File: src/design/tsqt_pkg.sv
// Package of types and constants for the timed sequence quote table.
package tsqt_pkg;

  localparam int SLOTS     = 8;
  localparam int SLOT_W    = $clog2(SLOTS);
  localparam int QUOTE_MAX = 576;
  localparam int MIN_LEN   = 8;
  localparam int KEPT_W    = $clog2(QUOTE_MAX + 1);

  localparam int OP_W      = 2;
  localparam int SEQ_W     = 16;
  localparam int TIME_W    = 32;
  localparam int LEN_W     = 16;
  localparam int TMO_W     = 16;
  localparam int SLOT_OUT_W = 3;
  localparam int STORE_W   = 10;

  localparam int ADDR_W    = 3;
  localparam int DATA_W    = 32;

  localparam logic [TMO_W-1:0] TIMEOUT_RESET = TMO_W'(10);

  typedef enum logic [OP_W-1:0] {
    OP_REMEMBER   = 2'd0,
    OP_FIND       = 2'd1,
    OP_INVALIDATE = 2'd2,
    OP_EXPIRE     = 2'd3
  } op_t;

  // Register index within the configuration map.
  typedef enum logic [0:0] {
    REG_TIMEOUT = 1'b0,
    REG_NONE    = 1'b1
  } reg_idx_t;

endpackage

File: src/design/tsqt_if.sv
// Channel interfaces for the quote table: operation words in, result words out.
interface tsqt_in_if;
  logic                          valid;
  logic                          ready;
  logic [tsqt_pkg::OP_W-1:0]     op;
  logic [tsqt_pkg::SEQ_W-1:0]    seq;
  logic [tsqt_pkg::TIME_W-1:0]   now;
  logic [tsqt_pkg::LEN_W-1:0]    length;
  logic [tsqt_pkg::LEN_W-1:0]    payload_offset;

  modport source (output valid, op, seq, now, length, payload_offset, input ready);
  modport sink   (input valid, op, seq, now, length, payload_offset, output ready);
endinterface

interface tsqt_out_if;
  logic                              valid;
  logic                              ready;
  logic                              hit;
  logic [tsqt_pkg::SLOT_OUT_W-1:0]   slot;
  logic [tsqt_pkg::STORE_W-1:0]      stored_len;
  logic [tsqt_pkg::STORE_W-1:0]      stored_offset;

  modport source (output valid, hit, slot, stored_len, stored_offset, input ready);
  modport sink   (input valid, hit, slot, stored_len, stored_offset, output ready);
endinterface

File: src/design/timed_sequence_quote_table_unit.sv
// Top level of the timed sequence quote table: slot table, lookup and result register.
//
//   channel   direction  handshake          payload
//   in_ch     in         valid / ready      op, seq, now, length, payload_offset
//   out_ch    out        valid / ready      hit, slot, stored_len, stored_offset
//   cfg_*     in         APB write / read   timeout_seconds at byte address 0
//
// One word per cycle while results are taken: a word is registered on entry,
// then the eight slots are compared in parallel and the table and result
// register update together. Reset (rst_n, synchronous) clears the valid marks,
// the round-robin pointer and both stage valids; no clearing pass is needed.
// A stalled result holds the input stage, which then stops taking words.
module timed_sequence_quote_table_unit (
  input  logic                          clk,
  input  logic                          rst_n,
  tsqt_in_if.sink                       in_ch,
  tsqt_out_if.source                    out_ch,
  input  logic                          cfg_psel,
  input  logic                          cfg_penable,
  input  logic                          cfg_pwrite,
  input  logic [tsqt_pkg::ADDR_W-1:0]   cfg_paddr,
  input  logic [tsqt_pkg::DATA_W-1:0]   cfg_pwdata,
  output logic [tsqt_pkg::DATA_W-1:0]   cfg_prdata,
  output logic                          cfg_pready
);

  // Configuration register
  logic [tsqt_pkg::TMO_W-1:0] timeout_r;
  tsqt_pkg::reg_idx_t         cfg_idx;

  assign cfg_idx    = tsqt_pkg::reg_idx_t'(cfg_paddr[2]);
  assign cfg_pready = 1'b1;

  always_ff @(posedge clk) begin
    if (!rst_n) begin
      timeout_r <= tsqt_pkg::TIMEOUT_RESET;
    end else if (cfg_psel && cfg_penable && cfg_pwrite && cfg_idx == tsqt_pkg::REG_TIMEOUT) begin
      timeout_r <= cfg_pwdata[tsqt_pkg::TMO_W-1:0];
    end
  end

  always_comb begin
    case (cfg_idx)
      tsqt_pkg::REG_TIMEOUT: cfg_prdata = tsqt_pkg::DATA_W'(timeout_r);
      default:               cfg_prdata = '0;
    endcase
  end

  // Input stage
  logic                          in_v_r;
  tsqt_pkg::op_t                 op_r;
  logic [tsqt_pkg::SEQ_W-1:0]    seq_r;
  logic [tsqt_pkg::TIME_W-1:0]   now_r;
  logic [tsqt_pkg::LEN_W-1:0]    len_r;
  logic [tsqt_pkg::LEN_W-1:0]    off_r;

  logic out_v_r;
  logic fire;

  assign fire        = in_v_r && (!out_v_r || out_ch.ready);
  assign in_ch.ready = !in_v_r || fire;

  always_ff @(posedge clk) begin
    if (!rst_n) begin
      in_v_r <= 1'b0;
    end else if (in_ch.ready) begin
      in_v_r <= in_ch.valid;
    end
  end

  always_ff @(posedge clk) begin
    if (in_ch.valid && in_ch.ready) begin
      op_r  <= tsqt_pkg::op_t'(in_ch.op);
      seq_r <= in_ch.seq;
      now_r <= in_ch.now;
      len_r <= in_ch.length;
      off_r <= in_ch.payload_offset;
    end
  end

  // Slot table
  logic [tsqt_pkg::SLOTS-1:0]      valid_r, valid_nxt;
  logic [tsqt_pkg::SEQ_W-1:0]      seq_mem_r   [tsqt_pkg::SLOTS];
  logic [tsqt_pkg::TIME_W-1:0]     stamp_mem_r [tsqt_pkg::SLOTS];
  logic [tsqt_pkg::KEPT_W-1:0]     len_mem_r   [tsqt_pkg::SLOTS];
  logic [tsqt_pkg::KEPT_W-1:0]     off_mem_r   [tsqt_pkg::SLOTS];
  logic [tsqt_pkg::SLOT_W-1:0]     next_slot_r, next_slot_nxt;

  logic [tsqt_pkg::SLOTS-1:0] live;
  logic [tsqt_pkg::SLOTS-1:0] match;
  logic                       do_sweep;
  logic                       do_drop;
  logic                       bounds_ok;
  logic                       store;
  logic [tsqt_pkg::KEPT_W-1:0] kept;
  logic                       find_hit;
  logic [tsqt_pkg::SLOT_W-1:0] find_idx;

  assign do_sweep = op_r != tsqt_pkg::OP_INVALIDATE;
  assign do_drop  = op_r == tsqt_pkg::OP_REMEMBER || op_r == tsqt_pkg::OP_INVALIDATE;

  // An entry expires once now reaches stamp + timeout, except on an invalidate; the sum keeps its carry.
  always_comb begin
    for (int i = 0; i < tsqt_pkg::SLOTS; i++) begin
      live[i]  = valid_r[i] && !(do_sweep &&
                 ({1'b0, stamp_mem_r[i]} + (tsqt_pkg::TIME_W+1)'(timeout_r)
                  <= {1'b0, now_r}));
      match[i] = live[i] && seq_mem_r[i] == seq_r;
    end
  end

  assign bounds_ok = (off_r <= tsqt_pkg::LEN_W'(tsqt_pkg::QUOTE_MAX - tsqt_pkg::MIN_LEN)) &&
                     ({1'b0, len_r} >= {1'b0, off_r} + (tsqt_pkg::LEN_W+1)'(tsqt_pkg::MIN_LEN));
  assign store     = op_r == tsqt_pkg::OP_REMEMBER && bounds_ok;
  assign kept      = (len_r < tsqt_pkg::LEN_W'(tsqt_pkg::QUOTE_MAX)) ?
                     tsqt_pkg::KEPT_W'(len_r) : tsqt_pkg::KEPT_W'(tsqt_pkg::QUOTE_MAX);

  // Lowest matching slot wins, so scan from the top down.
  always_comb begin
    find_hit = 1'b0;
    find_idx = '0;
    for (int i = tsqt_pkg::SLOTS - 1; i >= 0; i--) begin
      if (match[i]) begin
        find_hit = 1'b1;
        find_idx = tsqt_pkg::SLOT_W'(i);
      end
    end
  end

  always_comb begin
    valid_nxt     = live & ~(match & {tsqt_pkg::SLOTS{do_drop}});
    next_slot_nxt = next_slot_r;
    if (store) begin
      valid_nxt[next_slot_r] = 1'b1;
      next_slot_nxt = (next_slot_r == tsqt_pkg::SLOT_W'(tsqt_pkg::SLOTS - 1)) ?
                      '0 : next_slot_r + 1'b1;
    end
  end

  always_ff @(posedge clk) begin
    if (!rst_n) begin
      valid_r     <= '0;
      next_slot_r <= '0;
    end else if (fire) begin
      valid_r     <= valid_nxt;
      next_slot_r <= next_slot_nxt;
    end
  end

  always_ff @(posedge clk) begin
    if (fire && store) begin
      seq_mem_r[next_slot_r]   <= seq_r;
      stamp_mem_r[next_slot_r] <= now_r;
      len_mem_r[next_slot_r]   <= kept;
      off_mem_r[next_slot_r]   <= tsqt_pkg::KEPT_W'(off_r);
    end
  end

  // Result register
  logic                              hit_nxt, hit_r;
  logic [tsqt_pkg::SLOT_W-1:0]       slot_nxt;
  logic [tsqt_pkg::KEPT_W-1:0]       rlen_nxt, roff_nxt;
  logic [tsqt_pkg::SLOT_OUT_W-1:0]   slot_r;
  logic [tsqt_pkg::STORE_W-1:0]      rlen_r, roff_r;

  always_comb begin
    hit_nxt  = 1'b0;
    slot_nxt = '0;
    rlen_nxt = '0;
    roff_nxt = '0;
    case (op_r)
      tsqt_pkg::OP_REMEMBER: begin
        if (bounds_ok) begin
          hit_nxt  = 1'b1;
          slot_nxt = next_slot_r;
          rlen_nxt = kept;
          roff_nxt = tsqt_pkg::KEPT_W'(off_r);
        end
      end
      tsqt_pkg::OP_FIND: begin
        if (find_hit) begin
          hit_nxt  = 1'b1;
          slot_nxt = find_idx;
          rlen_nxt = len_mem_r[find_idx];
          roff_nxt = off_mem_r[find_idx];
        end
      end
      default: begin
      end
    endcase
  end

  always_ff @(posedge clk) begin
    if (!rst_n) begin
      out_v_r <= 1'b0;
    end else if (fire) begin
      out_v_r <= 1'b1;
    end else if (out_ch.ready) begin
      out_v_r <= 1'b0;
    end
  end

  always_ff @(posedge clk) begin
    if (fire) begin
      hit_r  <= hit_nxt;
      slot_r <= tsqt_pkg::SLOT_OUT_W'(slot_nxt);
      rlen_r <= tsqt_pkg::STORE_W'(rlen_nxt);
      roff_r <= tsqt_pkg::STORE_W'(roff_nxt);
    end
  end

  assign out_ch.valid         = out_v_r;
  assign out_ch.hit           = hit_r;
  assign out_ch.slot          = slot_r;
  assign out_ch.stored_len    = rlen_r;
  assign out_ch.stored_offset = roff_r;

endmodule

File: src/flat_wrapper.sv
// flat-port wrapper written by rule: the top's interface ports become plain ports
module timed_sequence_quote_table_unit_flat 
  (clk, rst_n, cfg_psel, cfg_penable, cfg_pwrite, cfg_paddr, cfg_pwdata, cfg_prdata, cfg_pready, in_ch_valid, in_ch_op, in_ch_seq, in_ch_now, in_ch_length, in_ch_payload_offset, in_ch_ready, out_ch_valid, out_ch_hit, out_ch_slot, out_ch_stored_len, out_ch_stored_offset, out_ch_ready);
  tsqt_in_if in_ch_i ();
  tsqt_out_if out_ch_i ();
  input  logic clk;
  input  logic rst_n;
  input  logic cfg_psel;
  input  logic cfg_penable;
  input  logic cfg_pwrite;
  input  logic [tsqt_pkg::ADDR_W-1:0] cfg_paddr;
  input  logic [tsqt_pkg::DATA_W-1:0] cfg_pwdata;
  output logic [tsqt_pkg::DATA_W-1:0] cfg_prdata;
  output logic cfg_pready;
  input wire logic [$bits(in_ch_i.valid)-1:0] in_ch_valid;
  input wire logic [$bits(in_ch_i.op)-1:0] in_ch_op;
  input wire logic [$bits(in_ch_i.seq)-1:0] in_ch_seq;
  input wire logic [$bits(in_ch_i.now)-1:0] in_ch_now;
  input wire logic [$bits(in_ch_i.length)-1:0] in_ch_length;
  input wire logic [$bits(in_ch_i.payload_offset)-1:0] in_ch_payload_offset;
  output wire logic [$bits(in_ch_i.ready)-1:0] in_ch_ready;
  output wire logic [$bits(out_ch_i.valid)-1:0] out_ch_valid;
  output wire logic [$bits(out_ch_i.hit)-1:0] out_ch_hit;
  output wire logic [$bits(out_ch_i.slot)-1:0] out_ch_slot;
  output wire logic [$bits(out_ch_i.stored_len)-1:0] out_ch_stored_len;
  output wire logic [$bits(out_ch_i.stored_offset)-1:0] out_ch_stored_offset;
  input wire logic [$bits(out_ch_i.ready)-1:0] out_ch_ready;
  assign in_ch_i.valid = in_ch_valid;
  assign in_ch_i.op = in_ch_op;
  assign in_ch_i.seq = in_ch_seq;
  assign in_ch_i.now = in_ch_now;
  assign in_ch_i.length = in_ch_length;
  assign in_ch_i.payload_offset = in_ch_payload_offset;
  assign in_ch_ready = in_ch_i.ready;
  assign out_ch_valid = out_ch_i.valid;
  assign out_ch_hit = out_ch_i.hit;
  assign out_ch_slot = out_ch_i.slot;
  assign out_ch_stored_len = out_ch_i.stored_len;
  assign out_ch_stored_offset = out_ch_i.stored_offset;
  assign out_ch_i.ready = out_ch_ready;
  timed_sequence_quote_table_unit u_core (.clk(clk), .rst_n(rst_n), .in_ch(in_ch_i), .out_ch(out_ch_i), .cfg_psel(cfg_psel), .cfg_penable(cfg_penable), .cfg_pwrite(cfg_pwrite), .cfg_paddr(cfg_paddr), .cfg_pwdata(cfg_pwdata), .cfg_prdata(cfg_prdata), .cfg_pready(cfg_pready));
endmodule
File: config.mk
export PLATFORM = sky130hd
export DESIGN_NAME = timed_sequence_quote_table_unit_flat
export DESIGN_NICKNAME = d
export VERILOG_FILES = /design/src/design/tsqt_pkg.sv /design/src/design/tsqt_if.sv /design/src/design/timed_sequence_quote_table_unit.sv /design/src/flat_wrapper.sv
export SDC_FILE = /design/constraint.sdc
export NUM_CORES = 1
export LEC_CHECK = 0
export BUFFER_PORTS_ARGS = -buffer_cell sky130_fd_sc_hd__buf_2
export CAP_MARGIN = 20
export CORE_MARGIN = 5
export CORE_UTILIZATION = 64
export CTS_BUF_LIST = sky130_fd_sc_hd__clkbuf_2
export DETAILED_ROUTE_END_ITERATION = 7
export HOLD_SLACK_MARGIN = 0.15
export PLACE_DENSITY = 0.82
export SLEW_MARGIN = 20
export SYNTH_ARGS = -nofsm -noshare
export SYNTH_HDL_FRONTEND = slang
export SYNTH_SLANG_ARGS = --single-unit
File: constraint.sdc
create_clock -name clk -period 12.7 [get_ports clk]
set_input_delay 1.27 -clock clk [delete_from_list [all_inputs] [get_ports clk]]
set_output_delay 1.27 -clock clk [all_outputs]
set_load 0.05 [all_outputs]
* After elaboration in Yosys (flattened, before gate mapping)
Memory sizes are Yosys's and may differ from the RTL's.
Index checks and enable logic that the tools add are counted.
** Cells by class
- Muxes and demuxes :: 38
- Add/subtract/negate cells :: 10
- Shift operators :: 0
- Reduce and logical (&&, ||, !) cells :: 49
- Equality and inequality tests :: 12
- Bitwise logic cells :: 5
- Divide/modulo/power cells :: 0
- $mul :: 0
- $lt $le $gt $ge :: 13
** Operators by type and width (number)
- adder 32 x 16 -> 33 bit :: 8
- less-or-equal comparator 33 x 32 -> 1 bit :: 8
- equality test 16 bit :: 8
- 2-to-1 mux 10 bit :: 5
- one-hot mux 10 bit (2 select lines) :: 2
- logical AND 1 bit :: 33
- 2-to-1 mux 3 bit :: 11
- adder 16 x 4 -> 17 bit, second input constant :: 1
- greater-or-equal comparator 16 x 17 -> 1 bit :: 1
- AND 8 bit :: 2
- less-or-equal comparator 16 x 10 -> 1 bit, second input constant :: 1
- less-than comparator 16 x 10 -> 1 bit, second input constant :: 1
- 2-to-1 mux 16 bit :: 1
- 2-to-1 mux 1 bit :: 15
- zero test 1 bit :: 10
- 2-to-1 mux 8 bit :: 1
- NOT 8 bit :: 1
- OR 8 bit :: 1
- one-hot mux 3 bit (2 select lines) :: 1
- less-than comparator 3 x 4 -> 1 bit, second input constant :: 1
- adder 3 x 1 -> 3 bit, second input constant :: 1
- demux 1 bit (select 3 bit) :: 1
- equality test 3 bit, second input constant :: 1
- greater-or-equal comparator 3 x 1 -> 1 bit, second input constant :: 1
- other kinds (9) :: 11
** Storage, ports and cells
- Memories :: 4
- Bits in read-only memories :: 0
- Output and inout port bits :: 59
- Flip-flop bits (word level) :: 135
- Logic and storage cells :: 145
- Bits in latches :: 0
- Memory bits (writable) :: 544
** Memories
- u_core.stamp_mem_r :: words 8, width 32, rd ports 8, clocked after memory_dff 0, write ports 1, line timed_sequence_quote_table_unit.sv:84 : logic [tsqt_pkg::TIME_W-1:0] stamp_mem_r [tsqt_pkg::SLOTS];
- u_core.seq_mem_r :: words 8, width 16, rd ports 8, clocked after memory_dff 0, write ports 1, line timed_sequence_quote_table_unit.sv:83 : logic [tsqt_pkg::SEQ_W-1:0] seq_mem_r [tsqt_pkg::SLOTS];
- u_core.len_mem_r :: words 8, width 10, rd ports 1, clocked after memory_dff 0, write ports 1, line timed_sequence_quote_table_unit.sv:85 : logic [tsqt_pkg::KEPT_W-1:0] len_mem_r [tsqt_pkg::SLOTS];
- u_core.off_mem_r :: words 8, width 10, rd ports 1, clocked after memory_dff 0, write ports 1, line timed_sequence_quote_table_unit.sv:86 : logic [tsqt_pkg::KEPT_W-1:0] off_mem_r [tsqt_pkg::SLOTS];

* Logic depth before layout (Yosys ltp)
Gate-level depths: netlist of run 1.
An unclocked memory read counts as a cell.
- Depth after elaboration :: 18
- Depth in mapped cells :: 31
- Mapped depth without buffers :: 28

* Least setup slack after synthesis of run 1
No wires, ideal clock.
- Path type :: reg2reg
- Start :: register u_core.off_r[6] (netlist bit)
- End :: memory u_core.len_mem_r[0][0] (netlist bit) (enable)
- Path buffers :: 0
- Library setup time :: 668 ps
- Stages on the path, launching flop included :: 13
- Path slack :: 2520 ps
- Required time :: 12032 ps
- Data arrival time :: 9512 ps
- Clock period less this slack :: 10180 ps
- Path through :: edfxtp_1 -> and3_1 -> and3_1 -> nand3_1 -> nor3_1 -> xnor2_1 -> ha_1 -> nand4_1 -> o41ai_1 -> a2111oi_0 -> a211oi_1 -> nand2_1 -> nor4_1
** Between the ends
- Word-level cells in the longest chain between the ends :: 7
- Elaborated cells on any way between the ends :: 8
- Classes of those cells :: 1 x add/sub; 2 x order compare; 2 x mux; 3 x reduce/logical
** RTL lines
- from (decl) :: line timed_sequence_quote_table_unit.sv:55 : logic [tsqt_pkg::LEN_W-1:0] off_r;
- from (signal assigned) :: line timed_sequence_quote_table_unit.sv:77 : off_r <= in_ch.payload_offset;
- adder 16 x 4 -> 17 bit :: line timed_sequence_quote_table_unit.sv:113 : ({1'b0, len_r} >= {1'b0, off_r} + (tsqt_pkg::LEN_W+1)'(tsqt_pkg::MIN_LEN));
- greater-or-equal comparator 16 x 17 -> 1 bit :: line timed_sequence_quote_table_unit.sv:113
- logical AND 1 bit (*) :: line timed_sequence_quote_table_unit.sv:112 : assign bounds_ok = (off_r <= tsqt_pkg::LEN_W'(tsqt_pkg::QUOTE_MAX - tsqt_pkg::MIN_LEN)) &&
- logical AND 1 bit (*) :: line timed_sequence_quote_table_unit.sv:114 : assign store = op_r == tsqt_pkg::OP_REMEMBER && bounds_ok;
- logical AND 1 bit (*) :: line timed_sequence_quote_table_unit.sv:151 : if (fire && store) begin
- 2-to-1 mux 1 bit (*) :: line timed_sequence_quote_table_unit.sv:151
- 2-to-1 mux 1 bit (not written as such) (*) :: line timed_sequence_quote_table_unit.sv:154 : len_mem_r[next_slot_r] <= kept;
- to (decl) :: line timed_sequence_quote_table_unit.sv:85
Every way passes the cells marked *; elsewhere a longest branch is shown, timed or not.

* Worst setup path in the final report of run 1
- Start :: register u_core.timeout_r[1] (netlist bit)
- End :: register u_core.roff_r (netlist bit u_core.out_ch.stored_offset[6]), data pin
** Between the ends
- Word-level cells in the longest chain between the ends :: 17
- Elaborated cells on any way between the ends :: 67
- Classes of those cells :: 8 x add/sub; 8 x order compare; 18 x mux; 32 x reduce/logical; 1 x memory
** RTL lines
- from (decl) :: line timed_sequence_quote_table_unit.sv:28 : logic [tsqt_pkg::TMO_W-1:0] timeout_r;
- from (signal assigned) :: line timed_sequence_quote_table_unit.sv:36 : timeout_r <= tsqt_pkg::TIMEOUT_RESET;
- from (signal assigned) :: line timed_sequence_quote_table_unit.sv:38 : timeout_r <= cfg_pwdata[tsqt_pkg::TMO_W-1:0];
- adder 32 x 16 -> 33 bit :: line timed_sequence_quote_table_unit.sv:106 : ({1'b0, stamp_mem_r[i]} + (tsqt_pkg::TIME_W+1)'(timeout_r)
- less-or-equal comparator 33 x 32 -> 1 bit :: line timed_sequence_quote_table_unit.sv:107 : <= {1'b0, now_r}));
- logical AND 1 bit :: line timed_sequence_quote_table_unit.sv:105 : live[i] = valid_r[i] && !(do_sweep &&
- zero test 1 bit :: line timed_sequence_quote_table_unit.sv:105
- logical AND 1 bit :: line timed_sequence_quote_table_unit.sv:105
- logical AND 1 bit :: line timed_sequence_quote_table_unit.sv:108 : match[i] = live[i] && seq_mem_r[i] == seq_r;
- 2-to-1 mux 3 bit (8 in series) :: line timed_sequence_quote_table_unit.sv:123 : if (match[i]) begin
- memory read (8 x 10 bit)
- 2-to-1 mux 10 bit (*) :: line timed_sequence_quote_table_unit.sv:181 : if (find_hit) begin
- one-hot mux 10 bit (2 select lines) (*) :: line timed_sequence_quote_table_unit.sv:171 : case (op_r)
- net u_core.roff_nxt, one bit :: line timed_sequence_quote_table_unit.sv:162 : logic [tsqt_pkg::KEPT_W-1:0] rlen_nxt, roff_nxt;
- to (signal assigned) :: line timed_sequence_quote_table_unit.sv:208 : roff_r <= tsqt_pkg::STORE_W'(roff_nxt);
- to (decl) :: line timed_sequence_quote_table_unit.sv:164 : logic [tsqt_pkg::STORE_W-1:0] rlen_r, roff_r;
Mark *: on every way through the listed nets, which the timed path passes. The rest lies on a longest branch.
A chain may end at the register's enable or synchronous reset.

==> results of run 1 <==
==> cell usage after synthesis, types with 21 or more instances <==
library cell / n / area share (%)
xor2_1: 113 / 2.6
a21o_1: 54 / 1.1
and3_1: 36 / 0.59
nor2b_1: 39 / 0.64
xnor2_1: 257 / 5.9
dfxtp_1: 29 / 1.5
inv_1: 110 / 1.1
nand4_1: 102 / 1.7
clkbuf_1: 26 / 0.26
buf_4: 21 / 0.41
o21a_1: 29 / 0.57
nor4_1: 33 / 0.54
a211oi_1: 24 / 0.47
nand3_1: 97 / 1.3
nand2b_1: 35 / 0.57
and2_1: 22 / 0.36
o21bai_1: 34 / 0.67
nor3_1: 38 / 0.50
mux2i_1: 33 / 0.86
nand2_1: 223 / 2.2
ha_1: 403 / 13
o21ai_0: 96 / 1.3
edfxtp_1: 650 / 51
nor2_1: 153 / 1.5
a21oi_1: 192 / 2.5
==> cells by family after synthesis <==
kind of cell,Yosys count
AND/OR/NAND/NOR,834
flip-flops,679
AO/OA/AOI/OAI,604
adder cells (fa/ha/maj),411
XOR/XNOR,370
buffers and inverters,177
multiplexers,47
other,2
==> area by class of cell <==
| class | count | area [um2] |
|---|---|---|
| Tap cell | 773 | 967 |
| Antenna cell | 4 | 10.0 |
| Fill cell | 3962 | 16600 |
| Multi-Input combinational cell | 2283 | 17400 |
| Clock buffer | 249 | 1250 |
| Clock inverter | 59 | 384 |
| Inverter | 111 | 417 |
| Timing Repair Buffer | 273 | 1940 |
| Sequential cell | 679 | 20100 |
==> report_power, final <==
| group | switching, mW | total (mW) | internal [mW] |
|---|---|---|---|
| combinational | 0.221 | 0.367 | 0.146 |
| sequential | 0.0580 | 2.53 | 2.47 |
| clock | 0.940 | 1.55 | 0.607 |
| total | 1.22 | 4.44 | 3.22 |
==> worst max-delay path, delay by kind of cell (launching register included) <==
kind                     cells  cell delay, ps
adder cells (fa/ha/maj)      2             520
flip-flops                   1             970
XOR/XNOR                     1             210
multiplexers                 2             900
AND/OR/NAND/NOR              7            1570
AO/OA/AOI/OAI               15            4220
buffers and inverters        1             690
==> per-stage QoR <==
| stage | util, % | setup slack (ps) | std cells | cell area, um2 | hold slack (ps) |
|---|---|---|---|---|---|
| global placement | 67.3 | 3640 | 4016 | 39800 | 499 |
| global route | 71.9 | 3000 | 4431 | 42500 | 378 |
| floorplan | - | 2520 | 3139 | 38300 | 486 |
| detailed placement | 67.4 | 3510 | 4017 | 39800 | 535 |
| CTS | 71.8 | 3490 | 4426 | 42500 | 290 |
| finish | 71.9 | 3440 | 4431 | 42500 | 477 |
==> worst max-delay path by stage <==
stage / slack (ps) / cells past startpoint / from / to
detailed placement: 3510 / 28 / u_core.timeout_r[1]$_SDFFE_PN1P_ / u_core.out_ch.stored_offset[6]$_DFFE_PP_
finish: 3440 / 28 / u_core.timeout_r[1]$_SDFFE_PN1P_ / u_core.out_ch.stored_offset[6]$_DFFE_PP_
CTS: 3490 / 27 / u_core.timeout_r[1]$_SDFFE_PN1P_ / u_core.out_ch.stored_len[9]$_DFFE_PP_
floorplan: 2520 / 12 / u_core.off_r[6]$_DFFE_PP_ / u_core.len_mem_r[0][0]$_DFFE_PP_
global placement: 3640 / 28 / u_core.timeout_r[1]$_SDFFE_PN1P_ / u_core.out_ch.stored_offset[6]$_DFFE_PP_
global route: 3000 / 28 / u_core.timeout_r[1]$_SDFFE_PN1P_ / u_core.out_ch.stored_offset[6]$_DFFE_PP_
==> cell usage in the layout (no fill, tap or decap), drive strengths merged, types with 14 or more instances in the layout <==
cell type | synthesis | layout
nand4 | 102 | 102
inv | 110 | 121
a21o | 54 | 54
o211ai | 15 | 15
buf | 40 | 172
nand3 | 97 | 97
o221ai | 14 | 14
ha | 403 | 403
nand2 | 223 | 223
a31oi | 15 | 15
o21bai | 34 | 34
nor3 | 41 | 41
and3 | 37 | 37
a21boi | 20 | 20
nor2b | 39 | 39
nor4 | 34 | 34
o21ai | 108 | 108
dfxtp | 29 | 29
nor2 | 157 | 157
and2 | 23 | 23
xor2 | 113 | 113
and4 | 18 | 18
clkbuf | 26 | 249
xnor2 | 257 | 257
clkinv | 1 | 45
a211oi | 27 | 27
nand2b | 35 | 35
edfxtp | 650 | 650
conb | 2 | 17
o21a | 29 | 29
a21oi | 194 | 194
mux2i | 33 | 33
dlygate4sd3 | 0 | 101
==> sequential cells by signal, summed over array words and instances (netlist names) <==
register	cells
u_core.stamp_mem_r	256
u_core.seq_mem_r	128
u_core.len_mem_r	80
u_core.off_mem_r	80
u_core.now_r	32
u_core.len_r	16
u_core.off_r	16
u_core.seq_r	16
u_core.timeout_r	16
u_core.out_ch.stored_len	10
u_core.out_ch.stored_offset	10
u_core.valid_r	8
u_core.next_slot_r	3
u_core.out_ch.slot	3
u_core.op_r	2
u_core.in_v_r	1
u_core.out_ch.hit	1
u_core.out_ch.valid	1
==> timing repair <==
item                                   in CTS  in global routing
endpoints found under the hold margin     100                  0
hold buffers                              101                  0
setup endpoints to repair                   0                  0
==> metal layers <==
metal | global-route usage, % | part of all wire (%)
met3 | 6.32 | 8.8
met2 | 53.2 | 48
met4 | 15.0 | 4.1
met5 | 0 | 0
met1 | 40.5 | 39
==> impl_metrics.json, run 1 <==
{
  "status": "completed",
  "r2r_setup_slack_ps": 3440,
  "fmax_mhz": 108,
  "fin_setup_tns_ps": 0,
  "synth_seq_area_share_pct": 52.6,
  "drv_slew": 0,
  "grt_max_degree": 70,
  "syn_to_final_growth_pct": 11.2,
  "ys_types": 90,
  "syn-cell-area_um2": 38200,
  "clock_latency_ps": 1430,
  "die_h_um": 254,
  "cp-end-kind": "flop",
  "period_share_pct": 72.9,
  "fp.coreArea_um2": 59100,
  "cts_root_buf": "clkbuf_2",
  "min_period_ps": 9260,
  "layout-drive-gt1-share_pct": 13.8,
  "dpl.hpwl_um": 71200,
  "synth_fa_ha_area_share_pct": 13.6,
  "synthFlopType": "edfxtp_1",
  "cts_setup_buffers": 0,
  "synth_edf_count": 650,
  "finalNetCount": 4051,
  "hold_end": "u_core.valid_r[6]$_SDFFE_PN0P_",
  "dieWidth_um": 254,
  "startpoint_type": "flop",
  "slew_headroom_pct": 19.6,
  "clk_pin_slew_ps": 110,
  "hold_violations": 0,
  "cp_slowest_cell": "dfxtp_1",
  "crit_path_max_fanout": 50,
  "cap_violations": 0,
  "synth-simple-area-share_pct": 11.1,
  "rr_worst_depth": 28,
  "tightest_slew_ps": 1200,
  "clockBufferDepth": 3,
  "drt-initial-drc-count": 2500,
  "grt_pass1_wl_um": 157000,
  "vias": 27900,
  "hp-class": "in2reg",
  "setup_viol": 0,
  "yosys_warnings": 0,
  "arrival_ps": 10420,
  "finClkSkew_ps": 132,
  "crit_top_cell": "a21oi_1",
  "antenna_found_initial": 2,
  "wire_per_inst_um": 23.5,
  "io_buffers": 147,
  "cts_tree": "built",
  "postSynthCellCount": 3124,
  "clock_sinks": 679,
  "ant_nets": 0,
  "die_area_um2": 64700,
  "cts_made_buffers": 168,
  "synth_xor_area_share_pct": 8.48,
  "synth_top_family_by_area": "adder cells",
  "pin_count": 183,
  "cts_max_level": 4,
  "grtUsageTotal_pct": 31.9,
  "rsz0062_at_grt": "false",
  "vdd_drop_max_uv": 89.7,
  "rows": 89,
  "synthArstFlopShare_pct": 0,
  "cts.repair.resized": 0,
  "routed_via_density": 6.31,
  "grt_overflow": 0,
  "gp_congestion": 0.980,
  "total_power_mw": 4.44,
  "synth-seq-cells": 679,
  "initial_core_util_pct": 64.6,
  "synth_mux_area_share_pct": 1.66,
  "dr.pass1.iters": 6,
  "synth_area_per_cell_um2": 12.2,
  "synth_compound_area_share_pct": 10.5,
  "cp.required_ps": 13860,
  "min_from": "rst_n",
  "crit_type": "reg2reg",
  "leakage_nw": 16.4,
  "max_stage_delay_ps": 970,
  "grt_pass1_vias": 28100,
  "drc": 0,
  "r2r_start": "u_core.timeout_r[1]$_SDFFE_PN1P_",
  "reg2reg_to": "u_core.out_ch.stored_offset[6]$_DFFE_PP_",
  "power_density_nw_per_um2": 104,
  "routed_wl_um": 104000,
  "worst_hold_path.num_cells": 2
}
No activity file was read; power rests on OpenSTA's default activity.
==> run 2: changes to the inputs <==
--- a/config.mk
+++ b/config.mk
@@ -5,14 +5,15 @@
 export SDC_FILE = /design/constraint.sdc
 export NUM_CORES = 1
 export LEC_CHECK = 0
+export ABC_AREA = 1
 export BUFFER_PORTS_ARGS = -buffer_cell sky130_fd_sc_hd__buf_2
 export CAP_MARGIN = 20
 export CORE_MARGIN = 5
-export CORE_UTILIZATION = 64
+export CORE_UTILIZATION = 58
 export CTS_BUF_LIST = sky130_fd_sc_hd__clkbuf_2
 export DETAILED_ROUTE_END_ITERATION = 7
 export HOLD_SLACK_MARGIN = 0.15
-export PLACE_DENSITY = 0.82
+export PLACE_DENSITY = 0.78
 export SLEW_MARGIN = 20
 export SYNTH_ARGS = -nofsm -noshare
 export SYNTH_HDL_FRONTEND = slang
==> constraint.sdc (replaced) <==
create_clock -name clk -period 7.4 [get_ports clk]
set_input_delay 0.74 -clock clk [delete_from_list [all_inputs] [get_ports clk]]
set_output_delay 0.74 -clock clk [all_outputs]
set_load 0.05 [all_outputs]
==> run 2 against run 1 <==
Effect of this change: register-to-register slack lost 2900 ps; sequential power is 71% higher; die area is 15% higher; wire length grew 3.5%; non-clock buffer count up 143; clock skew is 14 ps higher; area after synthesis increased by 4.5%; first-iteration DRC count rose by 21%.
==> impl_metrics.json, run 2 <==
{
  "status": "completed",
  "final_common_cell": "nand2_1",
  "netlist.area_leader.share_pct": 48.9,
  "synth_edf_count": 650,
  "tightest_slew_ps": 1070,
  "cp_slowest_cell": "dfxtp_1",
  "clockBufferDepth": 3,
  "synthMostInstantiatedCell": "nand2_1",
  "synth-seq-cells": 679,
  "max_stage_delay_ps": 740,
  "largest_register_ffs": 256,
  "syn_to_final_growth_pct": 14.2,
  "slew_headroom_pct": 28.4,
  "vdd_drop_max_uv": 162,
  "leakage_nw": 19.9,
  "synth_top_area_cell": "edfxtp_1",
  "nFillCells": 5052,
  "rsz0062_at_grt": "false",
  "grt_pass1_wl_um": 165000,
  "cts_root_buf": "clkbuf_2",
  "dieWidth_um": 272,
  "die_h_um": 272,
  "ant_nets": 0,
  "dpl.hpwl_um": 69200,
  "rows": 96,
  "period_share_pct": 92.4,
  "fin_setup_tns_ps": 0,
  "multi_input_area_um2": 17700,
  "arrival_ps": 8090,
  "use_met1_pct": 35.2,
  "grt_max_degree": 81,
  "cts_setup_buffers": 0,
  "synth_area_per_cell_um2": 10.1,
  "cts_max_level": 4,
  "drc": 0,
  "synthArstFlopShare_pct": 0,
  "crit_type": "reg2reg",
  "vias": 31600,
  "routed_wl_um": 108000,
  "drv_slew": 0,
  "grt_pass1_vias": 31500,
  "die_area_um2": 74200,
  "hold_violations": 0,
  "finalHoldWorstSlack_ps": 400,
  "io_buffers": 147,
  "setup_viol": 0,
  "regMostFlops": "u_core.stamp_mem_r",
  "finClkSkew_ps": 145,
  "ys_types": 59,
  "yosys_warnings": 0,
  "grtUsageTotal_pct": 28.7,
  "cp-end-kind": "flop",
  "startpoint_type": "flop",
  "postSynthCellCount": 3951,
  "syn-cell-area_um2": 39900,
  "crit_path_max_fanout": 18,
  "wire_per_inst_um": 19.7,
  "reg_top3": "u_core.stamp_mem_r: 256 flops, u_core.seq_mem_r: 128 flops",
  "fp.coreArea_um2": 68500,
  "synth_commonest_cells": "nand2_1, edfxtp_1, inv_1",
  "antenna_found_initial": 4,
  "initial_core_util_pct": 58.3,
  "hp-class": "in2reg",
  "grt_use_met2_pct": 48.1,
  "drt-initial-drc-count": 3032,
  "dr.pass1.iters": 6,
  "grt_overflow": 0,
  "crit_top_cell": "nand2_1",
  "synth_seq_area_share_pct": 50.3,
  "regArea_um2": 20100,
  "finalNetCount": 5004,
  "cap_violations": 0,
  "synthTopCellsByArea": "edfxtp_1, ha_1, nand2_1",
  "cts_tree": "built",
  "grtUsageMet3_pct": 5.57,
  "clock_latency_ps": 1440,
  "cp.required_ps": 8650,
  "power_density_nw_per_um2": 169,
  "clock_sinks": 679,
  "gp_congestion": 0.921,
  "fmax_mhz": 146,
  "pin_count": 183,
  "routed_via_density": 5.76,
  "clk_pin_slew_ps": 140,
  "most-common-layout-cells": "nand2_1, edfxtp_1, inv_1, ha_1, nand3_1",
  "cts_made_buffers": 165,
  "layout-drive-gt1-share_pct": 11.0,
  "min_period_ps": 6840,
  "gr-max-usage-layer": "met2",
  "synthFlopType": "edfxtp_1"
}
==> run 2: area by class of cell <==
class | instances | area share, %
inverters | 493 | 4.07
flip-flops and latches | 679 | 44.0
clock buffers | 235 | 2.58
diodes | 6 | 0.0329
well taps | 882 | 2.42
repair buffers | 416 | 7.44
multi-input cells | 2714 | 38.7
clock inverters | 54 | 0.743
==> run 2: logic make-up after synthesis <==
kind of cell,count (synthesis),share of synthesized area (%)
buffers and inverters,573,5.75
and+or+nand+nor,1492,16.9
DFF,679,50.3
adders and majority gates,411,13.0
xor gates and xnor gates,356,7.81
other,2,0.0188
AOI/OAI and AO/OA,438,6.16
==> run 2: layer usage <==
layer	share of wire (%)	up-vias
li1	-	14900
met5	0	-
met1	38	14700
met3	8.1	400
met2	48	1565
met4	5.7	0
==> run 2: where the power goes <==
group          switching [mW]  total, mW  leakage, nW  internal [mW]
combinational           0.507      0.845         12.7          0.338
sequential             0.0977       4.33         6.01           4.24
clock                    1.57       2.55         1.14          0.976
total                    2.18       7.73         19.9           5.55
==> run 2: worst max-delay path, delay by kind of cell (launching register included) <==
kind	cells	cell delay [ps]
AOI/OAI and AO/OA	8	1720
xor gates and xnor gates	1	110
adders and majority gates	2	620
buffers and inverters	4	600
DFF	1	740
and+or+nand+nor	23	2910
==> run 2: through the flow <==
stage | cell area [um2] | power, mW | cells | worst slack [ps] | util, %
global placement | 41700 | 5.11 | 4948 | 1050 | 61.0
detailed placement | 41700 | 5.14 | 4948 | 922 | 61.0
finish | 45600 | 7.73 | 5479 | 561 | 66.7
floorplan | 40000 | 4.88 | 3966 | 1230 | -
CTS | 45600 | 7.69 | 5472 | 914 | 66.6
global route | 45600 | 8.05 | 5479 | 167 | 66.7
==> run 2: path summary, 6_finish.rpt <==
path	end	start	slack, ps	cells past startpoint
worst min register to register	u_core.valid_r[6]$_SDFFE_PN0P_	u_core.valid_r[6]$_SDFFE_PN0P_	490	2
worst max-delay path	u_core.out_ch.stored_offset[4]$_DFFE_PP_	u_core.timeout_r[4]$_SDFFE_PN0P_	560	38
worst max register to register	u_core.out_ch.stored_offset[4]$_DFFE_PP_	u_core.timeout_r[4]$_SDFFE_PN0P_	560	38
worst min-delay path	u_core.timeout_r[3]$_SDFFE_PN1P_	cfg_penable	400	4
==> run 2: repair_timing <==
item,CTS,global route
hold buffers,235,0
hold endpoints to repair,149,0
gates resized for setup,0,0
